**src/hdl/nlsa_pkg.sv**
```systemverilog
`timescale 1ns / 1ps

package nlsa_pkg;

    localparam int INDEX_BITS_DEF = 32;
    localparam int QUEUE_DEPTH    = 2;

    localparam int NORM_STEPS   = 6;
    localparam int DIV_STEPS    = 60;
    localparam int HORNER_STEPS = 6;

    localparam logic [63:0] ONE60 = 64'h1000_0000_0000_0000;
    localparam logic [63:0] ONE61 = 64'h2000_0000_0000_0000;
    localparam logic [63:0] TWO61 = 64'h4000_0000_0000_0000;

    localparam logic [63:0] SQRT2_Q61   = 64'h2D41_3CCC_FE77_9921;
    localparam logic [63:0] LOG10_2_Q64 = 64'd5553023288523357132;
    localparam logic [63:0] LOG10_E_Q64 = 64'd8011319160293570762;

    // Series coefficients, round(2^60 / n).
    localparam logic [63:0] COEF_3  = (ONE60 + 64'd1) / 64'd3;
    localparam logic [63:0] COEF_5  = (ONE60 + 64'd2) / 64'd5;
    localparam logic [63:0] COEF_7  = (ONE60 + 64'd3) / 64'd7;
    localparam logic [63:0] COEF_9  = (ONE60 + 64'd4) / 64'd9;
    localparam logic [63:0] COEF_11 = (ONE60 + 64'd5) / 64'd11;
    localparam logic [63:0] COEF_13 = (ONE60 + 64'd6) / 64'd13;

    typedef struct packed {
        logic [31:0] idx;
        logic [63:0] x;
        logic [63:0] base;
        logic [47:0] smag;
        logic        sneg;
        logic        last;
    } item_t;

    typedef struct packed {
        logic        start;
        logic [63:0] a;
        logic [63:0] b;
    } mul_req_t;

    typedef struct packed {
        logic         done;
        logic [127:0] prod;
    } mul_rsp_t;

    typedef enum logic [2:0] {
        ST_IDLE,
        ST_NORM,
        ST_FOLD,
        ST_DIV,
        ST_MUL,
        ST_POST,
        ST_SCORE,
        ST_UPDATE
    } state_t;

    typedef enum logic [2:0] {
        OP_SQ,
        OP_HORN,
        OP_LN,
        OP_LNT,
        OP_EXP,
        OP_TERM
    } op_t;

    // Coefficient added after Horner pass k, from 1/11 down to 1.
    function automatic logic [63:0] horner_coef(input logic [2:0] k);
        logic [63:0] c;
        case (k)
            3'd0:    c = COEF_11;
            3'd1:    c = COEF_9;
            3'd2:    c = COEF_7;
            3'd3:    c = COEF_5;
            3'd4:    c = COEF_3;
            default: c = ONE60;
        endcase
        return c;
    endfunction

    function automatic logic [6:0] norm_amt(input logic [2:0] k);
        logic [6:0] a;
        case (k)
            3'd0:    a = 7'd32;
            3'd1:    a = 7'd16;
            3'd2:    a = 7'd8;
            3'd3:    a = 7'd4;
            3'd4:    a = 7'd2;
            default: a = 7'd1;
        endcase
        return a;
    endfunction

endpackage

```
**src/hdl/nlsa_front.sv**
```systemverilog
`timescale 1ns / 1ps

module nlsa_front #(
    parameter int INDEX_BITS = nlsa_pkg::INDEX_BITS_DEF
) (
    input  logic                clk,
    input  logic                rst_n,
    input  logic                in_valid,
    output logic                in_stall,
    input  logic [31:0]         cand_index,
    input  logic [62:0]         residual,
    input  logic signed [63:0]  base_term,
    input  logic signed [47:0]  scale_term,
    input  logic                run_last,
    output logic                q_valid,
    output nlsa_pkg::item_t     q_item,
    input  logic                q_pop
);

    localparam int PTR_BITS = $clog2(nlsa_pkg::QUEUE_DEPTH);
    localparam int CNT_BITS = $clog2(nlsa_pkg::QUEUE_DEPTH + 1);

    nlsa_pkg::item_t             q_mem_reg [nlsa_pkg::QUEUE_DEPTH];
    logic [PTR_BITS-1:0]         wr_ptr_reg, wr_ptr_next;
    logic [PTR_BITS-1:0]         rd_ptr_reg, rd_ptr_next;
    logic [CNT_BITS-1:0]         cnt_reg, cnt_next;
    nlsa_pkg::item_t             entry;
    logic                        push;
    logic [31:0]                 idx_mask;

    // Classify the incoming item: add the one-LSB offset, mask the index,
    // and split the scale into sign and magnitude.
    always_comb
    begin
        idx_mask    = 32'((33'd1 << INDEX_BITS) - 33'd1);
        entry.idx   = cand_index & idx_mask;
        entry.x     = {1'b0, residual} + 64'd1;
        entry.base  = base_term;
        entry.sneg  = scale_term[47];
        entry.smag  = scale_term[47] ? (48'd0 - scale_term) : scale_term;
        entry.last  = run_last;
    end

    assign in_stall = (cnt_reg == CNT_BITS'(nlsa_pkg::QUEUE_DEPTH));
    assign push     = in_valid && !in_stall;
    assign q_valid  = (cnt_reg != '0);
    assign q_item   = q_mem_reg[rd_ptr_reg];

    always_comb
    begin
        wr_ptr_next = wr_ptr_reg;
        rd_ptr_next = rd_ptr_reg;
        cnt_next    = cnt_reg;
        if (push)
        begin
            wr_ptr_next = (wr_ptr_reg == PTR_BITS'(nlsa_pkg::QUEUE_DEPTH - 1)) ?
                          '0 : wr_ptr_reg + 1'b1;
        end
        if (q_pop)
        begin
            rd_ptr_next = (rd_ptr_reg == PTR_BITS'(nlsa_pkg::QUEUE_DEPTH - 1)) ?
                          '0 : rd_ptr_reg + 1'b1;
        end
        if (push && !q_pop)
        begin
            cnt_next = cnt_reg + 1'b1;
        end
        else if (!push && q_pop)
        begin
            cnt_next = cnt_reg - 1'b1;
        end
    end

    always_ff @(posedge clk or negedge rst_n)
    begin
        if (!rst_n)
        begin
            wr_ptr_reg <= '0;
            rd_ptr_reg <= '0;
            cnt_reg    <= '0;
        end
        else
        begin
            wr_ptr_reg <= wr_ptr_next;
            rd_ptr_reg <= rd_ptr_next;
            cnt_reg    <= cnt_next;
        end
    end

    always_ff @(posedge clk)
    begin
        if (push)
        begin
            q_mem_reg[wr_ptr_reg] <= entry;
        end
    end

endmodule

```
**config.mk**
```make
export PLATFORM = sky130hd
export DESIGN_NAME = nlsa_front
export DESIGN_NICKNAME = d
export VERILOG_FILES = /design/src/hdl/nlsa_pkg.sv /design/src/hdl/nlsa_front.sv
export SDC_FILE = /design/constraint.sdc
export NUM_CORES = 1
export LEC_CHECK = 0
export ABC_AREA = 0
export ABC_CLOCK_PERIOD_IN_PS = 13550
export BUFFER_PORTS_ARGS = -buffer_cell sky130_fd_sc_hd__buf_2
export CAP_MARGIN = 20
export CORE_UTILIZATION = 54
export CTS_CLUSTER_SIZE = 30
export DETAILED_ROUTE_END_ITERATION = 12
export GPL_TIMING_DRIVEN = 0
export MAX_ROUTING_LAYER = met4
export PLACE_DENSITY = 0.77
export SLEW_MARGIN = 10
export SYNTH_ARGS = -nofsm -noshare
export SYNTH_HDL_FRONTEND = slang
export SYNTH_SLANG_ARGS = --single-unit
```
**constraint.sdc**
```tcl
create_clock -name clk -period 13.55 [get_ports clk]
set_input_delay 1.355 -clock clk [delete_from_list [all_inputs] [get_ports clk]]
set_output_delay 1.355 -clock clk [all_outputs]
set_load 0.005 [all_outputs]
```
==> metrics.cfg, run 1 <==
[logic_synthesis]
synth_top_cell_by_area = edfxtp_1
synth_top_area_share_pct = 71.17
netlist_instances = 1045
ys_ff_latch = 424
synth_cell_types = 36
synth_top_flop_cell = edfxtp_1
syn_nets = 1260
async_flop_share_pct = 0.9434
synth_area_leaders = edfxtp_1, mux2_2, xnor2_1
yosys_warnings = 0
synthesis.area_um2 = 17720
ys_seq_area_share_pct = 71.74
postSynthAreaPerCell_um2 = 16.96
synth-edff-count = 420

[setup_path]
timing.rr.end = q_mem_reg[0][145]
r2r_slack_ns = 11.17
startpoint_type = register
crit_arrival_ns = 2.67
r2r-start = cnt_reg[0]
cp-end-kind = output port
ff2ff_path_depth = 7
critPathKind = reg -> out
cp.required_ns = 12.19
worst-path-max-fanout = 10

[placed_design]
pre_cts_ws_ns = 9.898
gp_congestion = 0.8707
dpl.hpwl_um = 29030
dpl-instance-area_um2 = 20740
portBuffers = 423
place_inst = 1917

[cts]
postCtsSetupBuffers = 0
holdBufCountCts = 0
ctsResizeCount = 0
clock_path_buffers = 3
clk_pin_slew_ns = 0.06
cts_made_buffers = 43
clockRootBuffer = clkbuf_16
cts_tree = built
clk_latency_ns = 0.52
clkSinkCount = 424
cts_max_level = 2

[detailed_routing]
remaining_drc_errors = 0
detail_route.wl_per_cell_um = 19.98
drt-total-wl_um = 40000
first_pass_iters = 7
viasPerCell = 5.449
drtAntennaViolNets = 0
drt_iter0_drc = 683
route.vias.total = 10910

[run]
cap_violations = 0

[layout]
fin_nets = 1742
design_area_um2 = 22130
areaGrowthSynthToFinish_pct = 24.85
fin_cells = 2002
largest_reg_flops = 420
post-route-util_pct = 69.40
drive_above_1_share_pct = 46.72

[die]
fp.dieH_um = 183.2
initial_core_util_pct = 55.58
die_w_um = 183.2
pin_count = 424
die_area_um2 = 33540
design.core.area_um2 = 31880
rows = 65

[timing]
finalCritPeriodShare_pct = 29.74
clock_skew_ns = 0.006952
whs_ns = 0.4904
fmax_mhz = 248.2
setup_slack_ns = 9.520
fin_setup_tns_ns = 0
min_period_ns = 4.030
setup_viol = 0
rsz0062_at_grt = no
slew_headroom_pct = 37.56
final_hold_viol_count = 0
tightestPinTransition_ns = 0.9280
maxSlewViolCount = 0

[global_routing]
grt_pass1_wl_um = 59430
first_global_vias = 10930
antenna_found_initial = 11
overflow = 0
grt_max_degree = 56
grt.total_usage_pct = 23.90

[hold_path]
hold_path_end = cnt_reg[1]
whs_path_depth = 1
hold_start = cnt_reg[1]
hold_class = reg -> reg

[power]
vdd_ir_drop_max_v = 0.0001168
power.total_mw = 4.269
p_per_area_nw_per_um2 = 193.0
leakage_nw = 8.095

[status]
status = finished clean

==> critical path: stages, from the launching register on <==
cell and delay, ns:
dfrtp_1 0.43, clkbuf_1 0.58, clkbuf_1 0.58, mux2_2 0.42, buf_2 0.13
==> worst max-delay path by stage <==
stage,startpoint,to,slack (ns),cells after the start
after floorplan,in_valid,q_mem_reg[0][0],2.62,2
after global placement,in_valid,q_mem_reg[0][134],-2.35,3
after detailed placement,scale_term[18],q_mem_reg[0][34],9.90,6
after CTS,rd_ptr_reg,q_item[96],9.36,4
after global routing,rd_ptr_reg,q_item[38],9.32,4
final,rd_ptr_reg,q_item[38],9.52,4
==> cells in the final DEF (no fill, tap or decap), types with 7 or more instances in the layout <==
| master | count |
|---|---|
| or3_1 | 11 |
| clkbuf_1 | 39 |
| and3_1 | 7 |
| nand4_1 | 19 |
| nand3_1 | 28 |
| edfxtp_1 | 420 |
| diode_2 | 11 |
| mux2_2 | 210 |
| nand2_1 | 49 |
| nor4_1 | 18 |
| clkinv_1 | 7 |
| buf_16 | 9 |
| xor2_1 | 38 |
| o31ai_1 | 10 |
| o21ai_0 | 18 |
| clkbuf_16 | 43 |
| inv_1 | 14 |
| xnor2_1 | 73 |
| nor2_1 | 32 |
| nor3_1 | 21 |
| buf_2 | 424 |
==> cells in the mapped netlist, types with 10 or more instances <==
cell and number:
o31ai_1 10, nor2_1 33, edfxtp_1 420, o21ai_0 18, nand4_1 19, xor2_1 38
mux2_2 210, nor3_1 21, or3_1 11, clkbuf_1 29, nand2_1 49, xnor2_1 73
nor4_1 18, nand3_1 28, inv_1 14
==> metal layers <==
| layer | wire length [µm] | vias up | share of wire, % | global-route usage [%] |
|---|---|---|---|---|
| met3 | 3278 | 93 | 8.2 | 5.381 |
| met1 | 14680 | 5327 | 37 | 27.29 |
| li1 | - | 5015 | - | - |
| met2 | 20570 | 473 | 51 | 40.64 |
| met5 | 0 | - | 0 | - |
| met4 | 1475 | 0 | 3.7 | 10.07 |
==> cells by family (layout without fill, tap and decap cells) <==
logic type / after synthesis / count (layout) / share of synthesized area (%)
other: 0 / 11 / 0
buffers and inverters: 46 / 557 / 0.9814
multiplexers: 210 / 210 / 13.34
adder cells (fa/ha/maj): 3 / 3 / 0.2118
AND/OR/NAND/NOR: 215 / 215 / 6.701
XOR/XNOR: 111 / 111 / 5.486
flip-flops: 424 / 424 / 71.74
AO/OA/AOI/OAI: 36 / 36 / 1.539
==> layout make-up <==
| cell class | count | area (µm²) |
|---|---|---|
| flip-flops and latches | 424 | 12710 |
| fillers | 2233 | 9756 |
| multi-input cells | 575 | 4847 |
| repair buffers | 437 | 2465 |
| clock buffers | 53 | 1114 |
| well taps | 435 | 544.3 |
| clock inverters | 21 | 241.5 |
| plain buffers | 32 | 121.4 |
| inverters | 14 | 52.55 |
| diodes | 11 | 27.53 |
==> report_power, final <==
part	leakage [nW]	switching, mW	internal, mW
Clock	0.654	0.466	0.679
Sequential	3.95	0.0636	1.80
Combinational	3.49	0.657	0.608
Note: power is estimated with default switching activity, not from simulation.
==> run 2: changes to the inputs <==
- ABC_CLOCK_PERIOD_IN_PS: 13550 -> 3900
- clock period: 13.55 -> 3.9 ns (I/O delays scaled with it)
==> run 2 against run 1 <==
Against the previous run:
- sequential cell count unchanged
- via count decreased by 0.15%
- power rose to 3.5 times the previous value
- core utilization barely moved
- final cell count increased by 0.20%
- sequential power grew to 3.5 times the previous value
- die area is the same
- setup slack lost 8.8 ns
- first-iteration DRC count grew 0.59%
- critical path depth did not move
- sequential share of layout area about the same
==> metrics.cfg, run 2 (synthesis gave the netlist of run 1 again) <==
[status]
status = finished clean  ; unchanged

[power]
p_seq_share_pct = 43.4  ; was 43.5%
p_sw_share_pct = 28.23  ; was 27.79%
power.total_mw = 14.90  ; was 4.269 mW
p_per_area_nw_per_um2 = 673.6  ; was 193.0 nW/µm²
clockPowerShare_pct = 27.0  ; was 26.8%
comb_power_share_pct = 29.5  ; was 29.6%
p_switching_mw = 4.205  ; was 1.187 mW
p_int_mw = 10.69  ; was 3.083 mW
vdd_ir_drop_max_v = 0.0004871  ; was 0.0001168 V
leakage_nw = 8.103  ; was 8.095 nW

[layout]
mostFrequentLayoutCell = buf_2  ; unchanged
fin_nets = 1742  ; unchanged
final_cell_mix = buf_2, edfxtp_1, mux2_2  ; unchanged
fin_cells = 2006  ; was 2,002
areaGrowthSynthToFinish_pct = 24.80  ; was 24.85%
drive_above_1_share_pct = 46.85  ; was 46.72%
largest_reg_flops = 420  ; unchanged
post-route-util_pct = 69.37  ; was 69.40%

[cts]
clk_pin_slew_ns = 0.06  ; about the same
cts_tree = built  ; unchanged
cts_max_level = 2  ; unchanged
cts_made_buffers = 44  ; was 43
clockRootBuffer = clkbuf_16  ; unchanged
postCtsSetupBuffers = 0  ; unchanged
clkSinkCount = 424  ; unchanged
clock_path_buffers = 3  ; unchanged
clk_latency_ns = 0.53  ; was 0.52 ns

[setup_path]
startpoint_type = register  ; unchanged
cp-end-kind = output port  ; unchanged
crit_slowest_cell = clkbuf_1  ; unchanged
crit_start = rd_ptr_reg  ; unchanged
path_delay_family = buffers and inverters  ; unchanged
r2r-start = cnt_reg[0]  ; unchanged
path_common_cell = clkbuf_1  ; unchanged
critPathMaxStageDelay_ns = 0.62  ; was 0.58 ns
cp_num_buf_inv = 3  ; unchanged
crit_arrival_ns = 2.75  ; was 2.67 ns
cp.required_ns = 3.51  ; was 12.19 ns
crit_chain = clkbuf_1 -> clkbuf_1 -> mux2_2 -> buf_2  ; unchanged
worst-path-max-fanout = 10  ; unchanged
critPathKind = reg -> out  ; unchanged

[detailed_routing]
drt-total-wl_um = 40880  ; was 40,000 µm
remaining_drc_errors = 0  ; unchanged
route.vias.total = 10890  ; was 10,910
viasPerCell = 5.430  ; was 5.449
drt_iter0_drc = 687  ; was 683
drtAntennaViolNets = 0  ; unchanged
detail_route.wl_per_cell_um = 20.38  ; was 19.98 µm
first_pass_iters = 5  ; was 7

[timing]
finalCritPeriodShare_pct = 80.60
slew_headroom_pct = 42.02  ; was 37.56%
rsz0062_at_grt = no  ; unchanged
maxSlewViolCount = 0  ; unchanged
clock_skew_ns = 0.01519  ; was 0.006952 ns
fmax_mhz = 318.1
final_hold_viol_count = 0  ; unchanged
min_period_ns = 3.143
tightestPinTransition_ns = 0.8618  ; was 0.9280 ns
setup_viol = 0  ; unchanged

[placed_design]
dpl.hpwl_um = 29420  ; was 29,030 µm
gp_congestion = 0.8808  ; was 0.8707
portBuffers = 423  ; unchanged
place_inst = 1915  ; was 1,917

[die]
rows = 65  ; unchanged
fp.dieH_um = 183.2  ; unchanged
design.core.area_um2 = 31880  ; unchanged
pin_count = 424  ; unchanged
die_area_um2 = 33540  ; unchanged
die_w_um = 183.2  ; unchanged
initial_core_util_pct = 55.58  ; unchanged

[global_routing]
first_global_vias = 11020  ; was 10,930
grt.total_usage_pct = 24.43  ; was 23.90%
grt_max_degree = 59  ; was 56
overflow = 0  ; unchanged
antenna_found_initial = 13  ; was 11
grt_pass1_wl_um = 60500  ; was 59,430 µm

[run]
cap_violations = 0  ; unchanged

[hold_path]
hold_start = base_term[5]  ; was cnt_reg[1]
hold_class = in -> reg  ; was reg -> reg

==> run 2: cell count changes in the layout (fill, tap and decap cells not counted), sizes merged <==
cell         delta
clkinv          +8
buf             -2
diode           +2
inv             -2
bufinv          -1
clkbuf          -1
clkinvlp        -1
dlygate4sd3     +1
==> run 2: through the flow <==
stage | setup TNS, ns | hold WS [ns] | worst slack, ns | area [µm²]
floorplan | -45.86 | 0.09441 | -0.2184 | 17740
global placement | -631.99 | 0.2066 | -1.973 | 20410
detailed placement | 0 | 0.2085 | 1.168 | 20690
CTS | 0 | 0.01841 | 0.7166 | 22080
global route | 0 | 0.02496 | 0.6596 | 22120
finish | 0 | 0.04567 | 0.7567 | 22120
==> run 2: metal layers <==
| metal | GRT usage (%) | routed length [µm] |
|---|---|---|
| met2 | 41.41 | 20880 |
| met3 | 5.739 | 3296 |
| met4 | 9.533 | 1334 |
| met1 | 28.18 | 15360 |
| met5 | - | 0 |
==> run 2: cell type report <==
cell class | count | area, µm²
diodes | 13 | 32.53
plain buffers | 32 | 121.4
clock buffers | 52 | 1152
clock inverters | 25 | 226.5
fillers | 2204 | 9764
inverters | 14 | 52.55
multi-input cells | 575 | 4862
flip-flops and latches | 424 | 12710
well taps | 435 | 544.3
repair buffers | 436 | 2412
==> run 2: worst paths after layout <==
path | endpoint | cells past startpoint | slack (ns)
setup / recovery | q_item[172] | 4 | 0.76
hold / removal | q_mem_reg[0][55] | 1 | 0.05
setup reg to reg | q_mem_reg[1][46] | 4 | 1.52
hold reg to reg | cnt_reg[0] | 1 | 0.53
max in group asynchronous | wr_ptr_reg | 2 | 3.52
min in group asynchronous | rd_ptr_reg | 2 | 0.25
==> run 2: what timing repair did <==
action / CTS / global route
resized for setup: 0 / 0
endpoints found under the hold margin: 4 / 0
hold buffers: 1 / 0
==> run 2: power groups by stage <==
stage	logic (mW)	clock network [mW]	registers, mW
floorplan	2.35	0	6.60
detailed placement	4.42	0	6.56
finish	4.40	4.02	6.47
global route	4.70	4.28	6.54
global placement	4.13	0	6.70
CTS	4.46	4.10	6.47
==> run 3: changes to the inputs <==
- ABC_CLOCK_PERIOD_IN_PS: 3900 -> 2550
- CORE_UTILIZATION: 54 -> 49
- PLACE_DENSITY: 0.77 -> 0.74
- clock period: 3.9 -> 2.55 ns (I/O delays scaled with it)
==> run 3 against run 2 <==
Against the previous run:
- setup slack lost 0.56 ns
- non-clock buffer count grew 104
- power grew 55%
- global-route usage shrank 1.3 points
- clock power grew 53%
- critical path type is now in -> reg
- sequential cell count is the same
- combinational power grew 60%
==> metrics.cfg, run 3 (synthesis gave the netlist of run 1 again) <==
[setup_path]
path_common_cell = buf_2  ; was clkbuf_1
path_delay_family = simple AND/OR/NAND/NOR gates  ; was buffers and inverters
critPathMaxStageDelay_ns = 0.52  ; was 0.62 ns
cp_num_buf_inv = 3  ; unchanged
worst-path-max-fanout = 10  ; unchanged
startpoint_type = input pin  ; was register
cp.required_ns = 2.83  ; was 3.51 ns
critPathKind = in -> reg  ; was reg -> out
crit_arrival_ns = 2.64  ; was 2.75 ns
crit_chain = dlygate4sd3_1 -> buf_2 -> ha_1 -> nand3_1 -> nor2_2 -> nand4_2 -> buf_2 -> nor4_1 -> xnor2_1  ; was clkbuf_1 -> clkbuf_1 -> mux2_2 -> buf_2
cp-end-kind = register  ; was output port
crit_slowest_cell = dlygate4sd3_1  ; was clkbuf_1

[global_routing]
met2_usage_pct = 38.67  ; was 41.41%
overflow = 0  ; unchanged
met3_usage_pct = 5.993  ; was 5.739%
grt_use_met1_pct = 27.24  ; was 28.18%
busiest_layer = met2  ; unchanged
grt_pass1_wl_um = 62560  ; was 60,500 µm
grt.total_usage_pct = 23.13  ; was 24.43%
grt_max_degree = 58  ; was 59
antenna_found_initial = 1  ; was 13
first_global_vias = 11330  ; was 11,020

[placed_design]
dpl.hpwl_um = 29330  ; was 29,420 µm
pre_cts_ws_ns = -0.1494  ; was 1.168 ns
portBuffers = 423  ; unchanged
gp_congestion = 0.8495  ; was 0.8808

[timing]
whs_ns = 0.03561  ; was 0.04567 ns
maxSlewViolCount = 0  ; unchanged
setup_viol = 0  ; unchanged
rsz0062_at_grt = no  ; unchanged
slew_headroom_pct = 31.55  ; was 42.02%
min_period_ns = 2.356
setup_slack_ns = 0.1941  ; was 0.7567 ns
finalCritPeriodShare_pct = 92.39
clock_skew_ns = 0.01429  ; was 0.01519 ns
fin_setup_tns_ns = 0  ; unchanged
fmax_mhz = 424.5
final_hold_viol_count = 0  ; unchanged
tightestPinTransition_ns = 1.017  ; was 0.8618 ns

[cts]
clk_pin_slew_ns = 0.06  ; about the same
clockRootBuffer = clkbuf_16  ; unchanged
cts_tree = built  ; unchanged
cts_made_buffers = 44  ; unchanged
clk_latency_ns = 0.56  ; was 0.53 ns
clock_path_buffers = 3  ; unchanged
clkSinkCount = 424  ; unchanged
cts_max_level = 2  ; unchanged

[layout]
areaGrowthSynthToFinish_pct = 31.20  ; was 24.80%
post-route-util_pct = 65.37  ; was 69.37%
final_cell_mix = buf_2, edfxtp_1, mux2_2  ; unchanged
fillers = 2529  ; was 2,204
largest_reg_flops = 420  ; unchanged
fin_nets = 1846  ; was 1,742
mostFrequentLayoutCell = buf_2  ; unchanged
drive_above_1_share_pct = 45.51  ; was 46.85%

[power]
vdd_ir_drop_max_v = 0.0006112  ; was 0.0004871 V
power.total_mw = 23.10  ; was 14.90 mW
leakage_nw = 8.609  ; was 8.103 nW
p_per_area_nw_per_um2 = 993.5  ; was 673.6 nW/µm²

[die]
fp.dieH_um = 192.2  ; was 183.2 µm
pin_count = 424  ; unchanged
rows = 69  ; was 65
initial_core_util_pct = 49.82  ; was 55.58%
die_area_um2 = 36930  ; was 33,540 µm²
die_w_um = 192.2  ; was 183.2 µm
design.core.area_um2 = 35570  ; was 31,880 µm²

[hold_path]
hold_class = in -> reg  ; unchanged

[detailed_routing]
drt_iter0_drc = 610  ; was 687
remaining_drc_errors = 0  ; unchanged
detail_route.wl_per_cell_um = 20.02  ; was 20.38 µm
drt-total-wl_um = 42510  ; was 40,880 µm
first_pass_iters = 4  ; was 5
viasPerCell = 5.278  ; was 5.430
route.vias.total = 11210  ; was 10,890
drtAntennaViolNets = 0  ; unchanged

[run]
cap_violations = 0  ; unchanged

[status]
status = finished clean  ; unchanged

==> run 3: cell count changes in the layout (fill, tap and decap cells not counted), moves of 2 or more <==
cell           previous run  this run
diode_2                  13         2
inv_6                     2         0
clkbuf_4                  0         7
clkbuf_2                  0        11
clkbuf_1                 36        16
clkbuf_8                  0         2
clkinvlp_4                1         3
dlygate4sd3_1             1       103
==> run 3: report_power, final <==
part	switching, mW	total [mW]	internal (mW)
clock	2.54	6.16	3.62
combinational	3.61	7.04	3.42
sequential	0.354	9.90	9.54
total	6.51	23.1	16.6
==> run 3: timing repair <==
| item | CTS | global route |
|---|---|---|
| gates resized for setup | 33 | 6 |
| pin swaps | 1 | 0 |
| endpoints found under the hold margin | 206 | 0 |
| hold buffers | 103 | 0 |
| endpoints found under the setup margin | 226 | 40 |
| setup buffers | 1 | 0 |
==> run 3: worst paths after layout <==
path / depth (start not counted) / slack (ns) / end / from
max: 9 / 0.19 / q_mem_reg[1][172] / residual[0]
min: 2 / 0.04 / q_mem_reg[1][134] / residual[20]
max reg2reg: 5 / 0.23 / q_mem_reg[1][167] / cnt_reg[0]
min reg2reg: 1 / 0.55 / cnt_reg[0] / cnt_reg[0]
max in group asynchronous: 2 / 2.37 / rd_ptr_reg / rst_n
min in group asynchronous: 2 / 0.05 / rd_ptr_reg / rst_n
==> run 3: routing by layer <==
metal | up-vias | routed length (µm)
met5 | - | 0
met3 | 78 | 3365
met4 | 0 | 1024
met2 | 430 | 21590
met1 | 5489 | 16530
li1 | 5214 | -
==> run 3: metrics by stage <==
stage          std cells  instance area, µm²
4_1_cts             2122               23230
2_1_floorplan       1045               17740
3_5_place_dp        1942               20750
6_report            2124               23250
5_1_grt             2123               23250
3_3_place_gp        1929               20440
==> run 3: layout make-up <==
| class | count | area [µm²] | area share (%) |
|---|---|---|---|
| Clock buffer | 53 | 1156 | 4.973 |
| Clock inverter | 23 | 217.7 | 0.9364 |
| Timing Repair Buffer | 540 | 3468 | 14.92 |
| Tap cell | 461 | 576.8 | 2.481 |
| Buffer | 32 | 190.2 | 0.8180 |
| Sequential cell | 424 | 12710 | 54.68 |
| Multi-Input combinational cell | 575 | 4870 | 20.94 |
| Antenna cell | 2 | 5.005 | 0.02153 |
| Inverter | 14 | 52.55 | 0.2260 |
